<file path="config.mk">
export PLATFORM = sky130hd
export DESIGN_NAME = sha256_byte_stream_hasher
export DESIGN_NICKNAME = d
export VERILOG_FILES = /design/src/rtl/sha_pkg.sv /design/src/rtl/sha256_byte_stream_hasher.sv /design/src/rtl/sha_front.sv /design/src/rtl/sha_queue.sv /design/src/rtl/sha_engine.sv
export SDC_FILE = /design/constraint.sdc
export NUM_CORES = 2
export LEC_CHECK = 0
export BUFFER_PORTS_ARGS = -buffer_cell sky130_fd_sc_hd__buf_4
export CORE_MARGIN = 2
export CORE_UTILIZATION = 60
export CTS_CLUSTER_DIAMETER = 50
export DETAILED_ROUTE_END_ITERATION = 8
export PLACE_DENSITY = 0.86
export SLEW_MARGIN = 20
export SYNTH_ARGS = -nofsm -noshare
export SYNTH_HDL_FRONTEND = slang
export SYNTH_SLANG_ARGS = --single-unit
</file>
<file path="constraint.sdc">
create_clock -name clk -period 11.2 [get_ports clk]
set_input_delay 1.12 -clock clk [delete_from_list [all_inputs] [get_ports clk]]
set_output_delay 1.12 -clock clk [all_outputs]
set_load 0.005 [all_outputs]
</file>
<file path="src/rtl/sha_pkg.sv">
// Shared types, constants and round tables for the SHA-256 byte stream hasher.
`default_nettype none
package sha_pkg;

    localparam int unsigned QUEUE_DEPTH = 4;

    // One queued message item after front-end filtering.
    typedef struct packed {
        logic [7:0] data;
        logic       present;
        logic       last;
    } sha_item_t;

    typedef enum logic [2:0] {
        ST_IDLE,
        ST_ROUND,
        ST_UPDATE,
        ST_PAD,
        ST_OUT
    } sha_state_t;

    typedef enum logic [1:0] {
        PAD_MARK,
        PAD_ZERO,
        PAD_LEN
    } sha_pad_t;

    localparam logic [7:0] PAD_BYTE = 8'h80;
    localparam logic [5:0] LEN_POS  = 6'd56;

    // Round constants.
    function automatic logic [31:0] round_k(input logic [5:0] idx);
        logic [31:0] k;
        unique case (idx)
            6'd0:  k = 32'h428a2f98; 6'd1:  k = 32'h71374491;
            6'd2:  k = 32'hb5c0fbcf; 6'd3:  k = 32'he9b5dba5;
            6'd4:  k = 32'h3956c25b; 6'd5:  k = 32'h59f111f1;
            6'd6:  k = 32'h923f82a4; 6'd7:  k = 32'hab1c5ed5;
            6'd8:  k = 32'hd807aa98; 6'd9:  k = 32'h12835b01;
            6'd10: k = 32'h243185be; 6'd11: k = 32'h550c7dc3;
            6'd12: k = 32'h72be5d74; 6'd13: k = 32'h80deb1fe;
            6'd14: k = 32'h9bdc06a7; 6'd15: k = 32'hc19bf174;
            6'd16: k = 32'he49b69c1; 6'd17: k = 32'hefbe4786;
            6'd18: k = 32'h0fc19dc6; 6'd19: k = 32'h240ca1cc;
            6'd20: k = 32'h2de92c6f; 6'd21: k = 32'h4a7484aa;
            6'd22: k = 32'h5cb0a9dc; 6'd23: k = 32'h76f988da;
            6'd24: k = 32'h983e5152; 6'd25: k = 32'ha831c66d;
            6'd26: k = 32'hb00327c8; 6'd27: k = 32'hbf597fc7;
            6'd28: k = 32'hc6e00bf3; 6'd29: k = 32'hd5a79147;
            6'd30: k = 32'h06ca6351; 6'd31: k = 32'h14292967;
            6'd32: k = 32'h27b70a85; 6'd33: k = 32'h2e1b2138;
            6'd34: k = 32'h4d2c6dfc; 6'd35: k = 32'h53380d13;
            6'd36: k = 32'h650a7354; 6'd37: k = 32'h766a0abb;
            6'd38: k = 32'h81c2c92e; 6'd39: k = 32'h92722c85;
            6'd40: k = 32'ha2bfe8a1; 6'd41: k = 32'ha81a664b;
            6'd42: k = 32'hc24b8b70; 6'd43: k = 32'hc76c51a3;
            6'd44: k = 32'hd192e819; 6'd45: k = 32'hd6990624;
            6'd46: k = 32'hf40e3585; 6'd47: k = 32'h106aa070;
            6'd48: k = 32'h19a4c116; 6'd49: k = 32'h1e376c08;
            6'd50: k = 32'h2748774c; 6'd51: k = 32'h34b0bcb5;
            6'd52: k = 32'h391c0cb3; 6'd53: k = 32'h4ed8aa4a;
            6'd54: k = 32'h5b9cca4f; 6'd55: k = 32'h682e6ff3;
            6'd56: k = 32'h748f82ee; 6'd57: k = 32'h78a5636f;
            6'd58: k = 32'h84c87814; 6'd59: k = 32'h8cc70208;
            6'd60: k = 32'h90befffa; 6'd61: k = 32'ha4506ceb;
            6'd62: k = 32'hbef9a3f7; 6'd63: k = 32'hc67178f2;
            default: k = 32'h0;
        endcase
        return k;
    endfunction

    // Initial hash values.
    function automatic logic [31:0] init_hash(input logic [2:0] idx);
        logic [31:0] h;
        unique case (idx)
            3'd0: h = 32'h6a09e667; 3'd1: h = 32'hbb67ae85;
            3'd2: h = 32'h3c6ef372; 3'd3: h = 32'ha54ff53a;
            3'd4: h = 32'h510e527f; 3'd5: h = 32'h9b05688c;
            3'd6: h = 32'h1f83d9ab; 3'd7: h = 32'h5be0cd19;
            default: h = 32'h0;
        endcase
        return h;
    endfunction

    function automatic logic [31:0] rotr(input logic [31:0] x, input int unsigned n);
        return (x >> n) | (x << (32 - n));
    endfunction

endpackage
`default_nettype wire

</file>
<file path="src/rtl/sha256_byte_stream_hasher.sv">
// SHA-256 over a byte stream: top level joining front end, queue and engine.
//
// Each message byte is stored in the block buffer; every 64th byte starts a compression
// of 64 rounds plus a chaining update, all done by a single round unit. The end mark
// starts the padding, written byte by byte through the length field, then one or two
// further compressions, and eight digest transfers follow. A short queue in front of
// the engine takes bytes, until it is full, while the engine compresses or waits on
// the output.
`default_nettype none
module sha256_byte_stream_hasher #(
    parameter int unsigned QueueDepth = sha_pkg::QUEUE_DEPTH
)
(
    input  wire logic        clk,
    input  wire logic        rst_n,
    input  wire logic        s_tvalid,
    output logic             s_tready,
    input  wire logic [7:0]  s_tdata,   // [7:0] message_byte
    input  wire logic        s_tuser,   // [0] byte_present
    input  wire logic        s_tlast,
    output logic             m_tvalid,
    input  wire logic        m_tready,
    output logic [39:0]      m_tdata,   // [31:0] digest_word, [34:32] word_number
    output logic             m_tlast
);

    sha_pkg::sha_item_t push_item, pop_item;
    logic push, pop, full, empty;

    sha_front u_front
    (
        .s_tvalid (s_tvalid),
        .s_tready (s_tready),
        .s_tdata  (s_tdata),
        .s_tuser  (s_tuser),
        .s_tlast  (s_tlast),
        .q_full   (full),
        .q_push   (push),
        .q_item   (push_item)
    );

    sha_queue #(.Depth(QueueDepth)) u_queue
    (
        .clk       (clk),
        .rst_n     (rst_n),
        .push      (push),
        .push_item (push_item),
        .full      (full),
        .pop       (pop),
        .pop_item  (pop_item),
        .empty     (empty)
    );

    sha_engine u_engine
    (
        .clk      (clk),
        .rst_n    (rst_n),
        .q_empty  (empty),
        .q_item   (pop_item),
        .q_pop    (pop),
        .m_tvalid (m_tvalid),
        .m_tready (m_tready),
        .m_tdata  (m_tdata),
        .m_tlast  (m_tlast)
    );

endmodule
`default_nettype wire

</file>
<file path="src/rtl/sha_front.sv">
// Input side: accepts stream transfers and forwards only items that carry work.
`default_nettype none
module sha_front
(
    input  wire logic              s_tvalid,
    output logic                   s_tready,
    input  wire logic [7:0]        s_tdata,
    input  wire logic              s_tuser,
    input  wire logic              s_tlast,
    input  wire logic              q_full,
    output logic                   q_push,
    output sha_pkg::sha_item_t     q_item
);

    // An item with neither a byte nor an end mark changes nothing and is dropped.
    assign s_tready     = !q_full;
    assign q_push       = s_tvalid && !q_full && (s_tuser || s_tlast);
    assign q_item.data    = s_tdata;
    assign q_item.present = s_tuser;
    assign q_item.last    = s_tlast;

endmodule
`default_nettype wire

</file>
<file path="src/rtl/sha_queue.sv">
// Short first-in first-out queue between the front end and the hashing engine.
`default_nettype none
module sha_queue #(
    parameter int unsigned Depth = sha_pkg::QUEUE_DEPTH
)
(
    input  wire logic               clk,
    input  wire logic               rst_n,
    input  wire logic               push,
    input  wire sha_pkg::sha_item_t push_item,
    output logic                    full,
    input  wire logic               pop,
    output sha_pkg::sha_item_t      pop_item,
    output logic                    empty
);

    localparam int unsigned PtrW = (Depth > 1) ? $clog2(Depth) : 1;
    localparam int unsigned CntW = $clog2(Depth + 1);

    sha_pkg::sha_item_t slot_reg [Depth];
    logic [PtrW-1:0] wr_ptr_reg;
    logic [PtrW-1:0] rd_ptr_reg;
    logic [CntW-1:0] count_reg;

    assign full     = (count_reg == CntW'(Depth));
    assign empty    = (count_reg == '0);
    assign pop_item = slot_reg[rd_ptr_reg];

    // Storage is payload only.
    always_ff @(posedge clk)
    begin
        if (push)
        begin
            slot_reg[wr_ptr_reg] <= push_item;
        end
    end

    // Pointers and fill level.
    always_ff @(posedge clk or negedge rst_n)
    begin
        if (!rst_n)
        begin
            wr_ptr_reg <= '0;
            rd_ptr_reg <= '0;
            count_reg  <= '0;
        end
        else
        begin
            if (push)
            begin
                wr_ptr_reg <= (wr_ptr_reg == PtrW'(Depth - 1)) ? '0 : wr_ptr_reg + 1'b1;
            end
            if (pop)
            begin
                rd_ptr_reg <= (rd_ptr_reg == PtrW'(Depth - 1)) ? '0 : rd_ptr_reg + 1'b1;
            end
            if (push && !pop)
            begin
                count_reg <= count_reg + 1'b1;
            end
            else if (pop && !push)
            begin
                count_reg <= count_reg - 1'b1;
            end
        end
    end

endmodule
`default_nettype wire

</file>
<file path="src/rtl/sha_engine.sv">
// Back end: block assembly, padding, 64-round compression and digest output.
`default_nettype none
module sha_engine
(
    input  wire logic               clk,
    input  wire logic               rst_n,
    input  wire logic               q_empty,
    input  wire sha_pkg::sha_item_t q_item,
    output logic                    q_pop,
    output logic                    m_tvalid,
    input  wire logic               m_tready,
    output logic [39:0]             m_tdata,
    output logic                    m_tlast
);

    sha_pkg::sha_state_t state_reg, state_next;
    sha_pkg::sha_pad_t   pad_reg, pad_next;
    logic [5:0]  cnt_reg, cnt_next;
    logic [5:0]  rnd_reg, rnd_next;
    logic [2:0]  widx_reg, widx_next;
    logic [63:0] bits_reg, bits_next;
    logic        endp_reg, endp_next;
    logic        padding_reg, padding_next;
    logic        final_reg, final_next;
    logic        hash_init;

    logic [31:0] hash_reg [8];
    logic [31:0] v_reg [8];
    logic [31:0] w_reg [16];

    logic        wr_en;
    logic [7:0]  wr_byte;
    logic        start_cmp;
    logic        do_round;
    logic        do_update;
    logic [5:0]  len_shift;
    logic [7:0]  len_byte;

    // Round datapath.
    logic [31:0] big0, big1, ch, maj, t1, t2, sig0, sig1, w_new;

    always_comb
    begin
        big1  = sha_pkg::rotr(v_reg[4], 6) ^ sha_pkg::rotr(v_reg[4], 11)
              ^ sha_pkg::rotr(v_reg[4], 25);
        ch    = (v_reg[4] & v_reg[5]) ^ (~v_reg[4] & v_reg[6]);
        t1    = v_reg[7] + big1 + ch + sha_pkg::round_k(rnd_reg) + w_reg[0];
        big0  = sha_pkg::rotr(v_reg[0], 2) ^ sha_pkg::rotr(v_reg[0], 13)
              ^ sha_pkg::rotr(v_reg[0], 22);
        maj   = (v_reg[0] & v_reg[1]) ^ (v_reg[0] & v_reg[2]) ^ (v_reg[1] & v_reg[2]);
        t2    = big0 + maj;
        sig0  = sha_pkg::rotr(w_reg[1], 7) ^ sha_pkg::rotr(w_reg[1], 18) ^ (w_reg[1] >> 3);
        sig1  = sha_pkg::rotr(w_reg[14], 17) ^ sha_pkg::rotr(w_reg[14], 19)
              ^ (w_reg[14] >> 10);
        w_new = sig1 + w_reg[9] + sig0 + w_reg[0];
    end

    // Length bytes go out most significant first at positions 56 to 63.
    assign len_shift = {~cnt_reg[2:0], 3'b000};
    assign len_byte  = 8'(bits_reg >> len_shift);

    // Control sequencer.
    always_comb
    begin
        state_next   = state_reg;
        pad_next     = pad_reg;
        cnt_next     = cnt_reg;
        rnd_next     = rnd_reg;
        widx_next    = widx_reg;
        bits_next    = bits_reg;
        endp_next    = endp_reg;
        padding_next = padding_reg;
        final_next   = final_reg;
        q_pop        = 1'b0;
        wr_en        = 1'b0;
        wr_byte      = q_item.data;
        start_cmp    = 1'b0;
        do_round     = 1'b0;
        do_update    = 1'b0;
        hash_init    = 1'b0;
        unique case (state_reg)
            sha_pkg::ST_IDLE:
            begin
                if (!q_empty)
                begin
                    q_pop = 1'b1;
                    if (q_item.present)
                    begin
                        wr_en     = 1'b1;
                        cnt_next  = cnt_reg + 1'b1;
                        bits_next = bits_reg + 64'd8;
                        if (cnt_reg == 6'd63)
                        begin
                            start_cmp  = 1'b1;
                            endp_next  = q_item.last;
                            state_next = sha_pkg::ST_ROUND;
                        end
                        else if (q_item.last)
                        begin
                            pad_next   = sha_pkg::PAD_MARK;
                            state_next = sha_pkg::ST_PAD;
                        end
                    end
                    else
                    begin
                        pad_next   = sha_pkg::PAD_MARK;
                        state_next = sha_pkg::ST_PAD;
                    end
                end
            end
            sha_pkg::ST_ROUND:
            begin
                do_round = 1'b1;
                rnd_next = rnd_reg + 1'b1;
                if (rnd_reg == 6'd63)
                begin
                    state_next = sha_pkg::ST_UPDATE;
                end
            end
            sha_pkg::ST_UPDATE:
            begin
                do_update = 1'b1;
                if (final_reg)
                begin
                    widx_next  = '0;
                    state_next = sha_pkg::ST_OUT;
                end
                else if (padding_reg)
                begin
                    state_next = sha_pkg::ST_PAD;
                end
                else if (endp_reg)
                begin
                    endp_next  = 1'b0;
                    pad_next   = sha_pkg::PAD_MARK;
                    state_next = sha_pkg::ST_PAD;
                end
                else
                begin
                    state_next = sha_pkg::ST_IDLE;
                end
            end
            sha_pkg::ST_PAD:
            begin
                padding_next = 1'b1;
                unique case (pad_reg)
                    sha_pkg::PAD_MARK:
                    begin
                        wr_en    = 1'b1;
                        wr_byte  = sha_pkg::PAD_BYTE;
                        pad_next = sha_pkg::PAD_ZERO;
                    end
                    sha_pkg::PAD_ZERO:
                    begin
                        if (cnt_reg == sha_pkg::LEN_POS)
                        begin
                            pad_next = sha_pkg::PAD_LEN;
                        end
                        else
                        begin
                            wr_en   = 1'b1;
                            wr_byte = 8'h00;
                        end
                    end
                    sha_pkg::PAD_LEN:
                    begin
                        wr_en   = 1'b1;
                        wr_byte = len_byte;
                        if (cnt_reg == 6'd63)
                        begin
                            final_next = 1'b1;
                        end
                    end
                    default:
                    begin
                        pad_next = sha_pkg::PAD_MARK;
                    end
                endcase
                if (wr_en)
                begin
                    cnt_next = cnt_reg + 1'b1;
                    if (cnt_reg == 6'd63)
                    begin
                        start_cmp  = 1'b1;
                        state_next = sha_pkg::ST_ROUND;
                    end
                end
            end
            sha_pkg::ST_OUT:
            begin
                if (m_tready)
                begin
                    widx_next = widx_reg + 1'b1;
                    if (widx_reg == 3'd7)
                    begin
                        hash_init    = 1'b1;
                        bits_next    = '0;
                        cnt_next     = '0;
                        padding_next = 1'b0;
                        final_next   = 1'b0;
                        endp_next    = 1'b0;
                        state_next   = sha_pkg::ST_IDLE;
                    end
                end
            end
            default:
            begin
                state_next = sha_pkg::ST_IDLE;
            end
        endcase
    end

    // Control registers.
    always_ff @(posedge clk or negedge rst_n)
    begin
        if (!rst_n)
        begin
            state_reg   <= sha_pkg::ST_IDLE;
            pad_reg     <= sha_pkg::PAD_MARK;
            cnt_reg     <= '0;
            rnd_reg     <= '0;
            widx_reg    <= '0;
            bits_reg    <= '0;
            endp_reg    <= 1'b0;
            padding_reg <= 1'b0;
            final_reg   <= 1'b0;
        end
        else
        begin
            state_reg   <= state_next;
            pad_reg     <= pad_next;
            cnt_reg     <= cnt_next;
            rnd_reg     <= rnd_next;
            widx_reg    <= widx_next;
            bits_reg    <= bits_next;
            endp_reg    <= endp_next;
            padding_reg <= padding_next;
            final_reg   <= final_next;
        end
    end

    // Chaining value: reset to the initial values, reloaded with them after each digest, updated after each block.
    always_ff @(posedge clk or negedge rst_n)
    begin
        if (!rst_n)
        begin
            for (int i = 0; i < 8; i++)
            begin
                hash_reg[i] <= sha_pkg::init_hash(3'(i));
            end
        end
        else if (hash_init)
        begin
            for (int i = 0; i < 8; i++)
            begin
                hash_reg[i] <= sha_pkg::init_hash(3'(i));
            end
        end
        else if (do_update)
        begin
            for (int i = 0; i < 8; i++)
            begin
                hash_reg[i] <= hash_reg[i] + v_reg[i];
            end
        end
    end

    // Working variables, one round per cycle.
    always_ff @(posedge clk)
    begin
        if (start_cmp)
        begin
            for (int i = 0; i < 8; i++)
            begin
                v_reg[i] <= hash_reg[i];
            end
        end
        else if (do_round)
        begin
            v_reg[7] <= v_reg[6];
            v_reg[6] <= v_reg[5];
            v_reg[5] <= v_reg[4];
            v_reg[4] <= v_reg[3] + t1;
            v_reg[3] <= v_reg[2];
            v_reg[2] <= v_reg[1];
            v_reg[1] <= v_reg[0];
            v_reg[0] <= t1 + t2;
        end
    end

    // Block buffer doubles as the sliding message schedule window.
    always_ff @(posedge clk)
    begin
        if (do_round)
        begin
            for (int i = 0; i < 15; i++)
            begin
                w_reg[i] <= w_reg[i+1];
            end
            w_reg[15] <= w_new;
        end
        else if (wr_en)
        begin
            w_reg[cnt_reg[5:2]][{~cnt_reg[1:0], 3'b000} +: 8] <= wr_byte;
        end
    end

    // Digest words are shown straight from the chaining registers.
    assign m_tvalid = (state_reg == sha_pkg::ST_OUT);
    assign m_tdata  = {5'b00000, widx_reg, hash_reg[widx_reg]};
    assign m_tlast  = (widx_reg == 3'd7);

endmodule
`default_nettype wire

</file>
# Word-level counts from Yosys, hierarchy flattened

Memories as Yosys holds them, arrays and structs flattened.
Index checks and enable logic that the tools add are counted.

Bits in registers: 350
RAM bits: 808
Bits in read-only memories: 2048
Output and inout bits: 43
Word-level logic and storage cells: 254
Memories: 4

Memories:

| memory           | words | bits a word | rd ports | clocked after memory_dff | wr ports | line             | text |
|---|---|---|---|---|---|---|---|
| (name not given) | 64    | 32          | 1        | 0                        | 0        | sha_pkg.sv:34    | `unique case (idx)` |
| u_engine.w_reg   | 16    | 32          | 16       | 0                        | 16       | sha_engine.sv:29 | `logic [31:0] w_reg [16];` |
| u_engine.v_reg   | 8     | 32          | 8        | 0                        | 8        | sha_engine.sv:28 | `logic [31:0] v_reg [8];` |
| u_queue.slot_reg | 4     | 10          | 1        | 0                        | 1        | sha_queue.sv:20  | `sha_pkg::sha_item_t slot_reg [Depth];` |

Add/sub/neg operators: 27
$lt $le $gt $ge: 1
Equality and inequality tests: 31
Shift-type cells: 3
Mux-type cells: 101
Bitwise gates (word level): 38
Reduce and logical (&&, ||, !) cells: 29

Operators with widths:

| operator              | number |
|---|---|
| $add 32x32->32        | 18 |
| $mux 256              | 2 |
| $mux 32               | 13 |
| $xor 32x32->32        | 9 |
| $mux 64               | 4 |
| $and 32x32->32        | 5 |
| $pmux 64 s2           | 1 |
| $bmux 32 s3           | 1 |
| $add 64x4->64 const B | 1 |
| $shr 64x6->8          | 1 |
| $mux 3                | 15 |
| $mux 1                | 34 |
| $not 32->32           | 1 |
| $or 10x32->32         | 1 |
| $or 13x32->32         | 1 |
| $or 14x32->32         | 1 |
| $or 15x32->32         | 1 |
| $or 19x32->32         | 1 |
| $or 21x32->32         | 1 |
| $or 25x32->32         | 1 |
| $or 26x32->32         | 1 |
| $or 30x32->32         | 1 |
| $or 7x32->32          | 1 |
| $reduce_or 32->1      | 1 |
| 50 further kinds      | 114 |

# Depth between registers and ports, before layout

Depth in word-level cells: 10
Depth in mapped cells: 41
Mapped depth without buffers: 39

# By module

Synthesis repeated with hierarchy kept, for this count alone.

Cells, all modules: 7952
Area, all modules: 77050.1 um^2

By module, submodules not included:

| module     | instances | cells each | area an instance (um^2) | sequential area each (um^2) |
|---|---|---|---|---|
| sha_engine | 1         | 7851       | 75099.5                 | 31740.4 |
| sha_queue  | 1         | 89         | 1861.8                  | 1376.3 |
| sha_front  | 1         | 12         | 88.8                    | 0.0 |

# Worst setup path after synthesis

Ideal clock, no wire load.

Path kind: flip-flop to flip-flop
Start: register u_engine.rnd_reg[0]
End: memory u_engine.v_reg[0][31] (data pin)
Setup time: 0.263 ns
Arrival time: 8.075 ns
Data required time: 10.937 ns
Slack: 2.862 ns
Stages on the path, launching flop included: 36
Path buffers: 1
Cell sequence: dfrtp_1 -> clkinv_1 -> ha_1 -> clkbuf_1 -> nand2_1 -> mux4_2 -> o21ai_0 -> fa_1 -> inv_1 -> fa_1 -> fa_1 -> inv_1 -> ha_1 -> a21o_1 -> a41oi_2 -> a31oi_2 -> a31o_1 -> nor3b_2 -> o41ai_4 -> nand2b_1 -> o21ai_0 -> a21oi_1 -> xor2_1 -> fa_1 -> inv_1 -> ha_1 -> inv_1 -> nor3_1 -> nand3_1 -> nor2_1 -> o21ai_0 -> a31oi_1 -> a31oi_1 -> o21ai_0 -> xnor2_1 -> o21ai_1

RTL lines:

| element                | line              | text |
|---|---|---|
| start, declared        | sha_engine.sv:19  | `logic [5:0] rnd_reg, rnd_next;` |
| start signal, assigned | sha_engine.sv:233 | `rnd_reg <= rnd_next;` |
| end, declared          | sha_engine.sv:28  |  |

==> summary.txt <==
Final layout
  • Finished Layout Cells: 9,835
  • Finished Cell Area: 84,600 um^2
  • Fillers: 9,736
  • Max reg flops: 512
  • Register area: 33,100 um^2
  • Ratio of cells with drive above 1 in the final layout: 0.0876
  • Synth-to-layout area growth: 8.50%
  • Final nets: 8,588
  • Multi-input logic area: 42,000 um^2

STA
  • Final TNS setup: 0 ps
  • Setup Skew: 80.6 ps
  • Worst-Margin Slew: 1270 ps
  • Tmin final: 10,050 ps
  • Relative slew margins: 0.144
  • RSZ-0062 raised after global routing: false
  • Final worst slack: 1150 ps
  • Maximum clock rate: 0.0995 GHz
  • Endpoints failing setup: 0
  • Fin crit share: 0.898
  • Final Hold Fails: 0
  • Final Max Tran Viols: 0

Worst setup path
  • Max incr delay on CP: 840 ps
  • Crit path max-delay family: adder cells
  • Buf+Inv Stages, Crit Path: 4
  • Startpoint types: register
  • Worst-path fanout max: 20
  • Crit Reg-Reg Startpoint: u_engine.rnd_reg[1]
  • Reg2Reg Depth: 34
  • WS Path Type: register to register
  • Worst r2r dst: u_engine.v_reg[0][31]
  • WP data required: 11,750 ps
  • CP max stage cell: dfrtp_1
  • Worst Path Arrival: 10,610 ps
  • Setup crit end kind: register
  • R2r setup slk: 1150 ps

Status
  • Status: completed

Global routing
  • Initial antenna violation count: 6
  • Total grt overflow: 0
  • Global-route wire length before repair: 370,000 um
  • Vias in the first global route: 61.9k
  • Gr usage total: 0.366
  • Largest net degree at the start of global routing: 141

Floorplanning
  • Core area: 129,000 um^2
  • Site Rows: 132
  • Initial Util: 0.603
  • Total Die Area: 133,000 um^2
  • Die W: 365 um
  • I/O pin count: 57
  • Die height: 365 um

Logic synthesis
  • Number of synthesized flops with an enable pin: 808
  • Syn. warnings: 0
  • Syn avg cell area: 9.58 um^2
  • Number of synthesized register bits: 1,155
  • Distinct cells, synth: 111
  • Post-synthesis sequential area ratio: 0.424
  • Top_reg_cell synth: edfxtp_1
  • FFs w/ async S/R, synth: 0.300
  • Mapped cell area: 78,000 um^2
  • Post-Syn Instances: 8,143

Detailed routing
  • Post-route ant nets: 0
  • Post-route DRC: 0
  • DR pass1 iterations: 7
  • Via density: 6.61
  • Wire per inst: 24.9 um
  • Routed wire length: 245,000 um
  • Iter 0 DRT Violations: 9,335
  • Vias: 65.0k

Clock network
  • Clk sinks: 1,155
  • CTS resizes: 0
  • Post-CTS setup buffer count: 0
  • CTS H-Tree Depth: 4
  • CTS buffer count: 141
  • CTS tree: done
  • Clk pin slew, worst setup/hold paths: 60 ps
  • Clock latency on the worst-skew pair: 830 ps
  • CTS hold repair buffers: 0
  • Clock Tree Buf Depth: 3
  • CTS root buffer: clkbuf_16

Hold path
  • Worst hold path class: primary input to asynchronous set/reset pin

Placement
  • Dpl hpwl: 176,000 um
  • Placed cell count: 9,572
  • Placed inst area: 79,500 um^2
  • Routability cong.: 1.05
  • Port Buffers: 51
  • DP Worst Slack: 1390 ps

Flow run
  • Max_cap viols: 0
## logic make-up (layout without fill, tap and decap cells)
kind of cell / Yosys count / count (layout) / synth area share
AND/OR/NAND/NOR: 2642 / 2642 / 0.146
AO/OA/AOI/OAI: 2142 / 2142 / 0.165
flip-flops: 1155 / 1155 / 0.424
buffers and inverters: 789 / 734 / 0.0388
XOR/XNOR: 610 / 610 / 0.0685
adder cells (fa/ha/maj): 604 / 604 / 0.116
multiplexers: 200 / 200 / 0.0415
other: 1 / 6 / 0.0000481
## layout by cell type, fill, tap and decap left out, types with 14 or more instances in the layout
cell	n
a211o_1	14
a211oi_1	50
a21o_1	182
a21oi_1	431
a31oi_1	55
and2_1	32
and3_1	40
and4_1	15
buf_4	105
bufinv_16	25
clkbuf_1	25
clkbuf_16	142
clkinv_2	20
dfrtp_1	204
dfstp_2	136
edfxtp_1	808
fa_1	196
ha_1	404
inv_1	356
mux2_2	57
mux2i_1	50
mux4_2	93
nand2_1	1617
nand2b_1	74
nand3_1	143
nand4_1	27
nor2_1	373
nor2b_1	46
nor3_1	129
nor3b_1	21
o211ai_1	43
o21a_1	66
o21ai_0	926
o21ai_1	64
o21bai_1	43
o31ai_1	47
or3_1	48
xnor2_1	351
xor2_1	259
## layer usage
| layer | global-route usage | wire length (um) | vias up |
|---|---|---|---|
| met2 | 0.546 | 107000 | 4221 |
| met3 | 0.0945 | 29700 | 856 |
| met1 | 0.492 | 93600 | 31368 |
| li1 | - | - | 28519 |
| met4 | 0.196 | 14800 | 14 |
| met5 | 0 | 90 | - |
## per-stage QoR
| step | hold slack, ps | utilization |
|---|---|---|
| after global routing | 380 | 0.655 |
| after detailed placement | 498 | 0.615 |
| final | 301 | 0.655 |
| after CTS | 350 | 0.654 |
| after global placement | 487 | 0.615 |
| after floorplan | 462 | - |
## Yosys cell counts (all sizes together), types with 13 or more instances
master,instances,area (um^2)
a211o,14,123
nand2b,75,469
nor2b,47,294
nor3,134,671
a2111oi,19,206
nor2,381,1460
and4,16,143
buf,90,407
or3,49,312
and3,40,250
a21oi,432,2170
a21o,183,1370
nor4,14,109
o31ai,49,378
mux2,57,642
nor3b,22,170
inv,359,1350
and2,33,206
nand4,29,194
edfxtp,808,24300
nand2,1619,6080
clkbuf,336,1260
o21ai,992,4970
a21boi,23,173
dfstp,136,3570
or2,13,81.3
mux4,93,2090
xor2,259,2270
fa,196,3920
a211oi,54,420
a31oi,57,369
mux2i,50,500
o211ai,43,323
o21a,66,495
xnor2,351,3070
ha,404,5050
nand3,144,726
o21bai,43,323
dfrtp,211,5280
## worst max path at each step
stage	start	to	cells after the start
after floorplan	u_engine.rnd_reg[0]	u_engine.v_reg[0][31]	35
after global routing	u_engine.rnd_reg[1]	u_engine.v_reg[0][31]	36
after CTS	u_engine.rnd_reg[1]	u_engine.v_reg[0][31]	34
after detailed placement	u_engine.rnd_reg[1]	u_engine.v_reg[0][31]	34
after global placement	u_engine.rnd_reg[1]	u_engine.v_reg[0][31]	34
final	u_engine.rnd_reg[1]	u_engine.v_reg[0][31]	34
## final cells by class
class	count	area share
tap	1742	0.0257
sequential	1155	0.391
clock inverter	91	0.0167
timing repair buffer	110	0.0105
inverter	363	0.0161
clock buffer	170	0.0436
antenna	1	0.0000296
multi-input combinational	6203	0.496
Power is not shown: default switching activity piles up to over one toggle a cycle in this logic, so the estimate is an artifact.
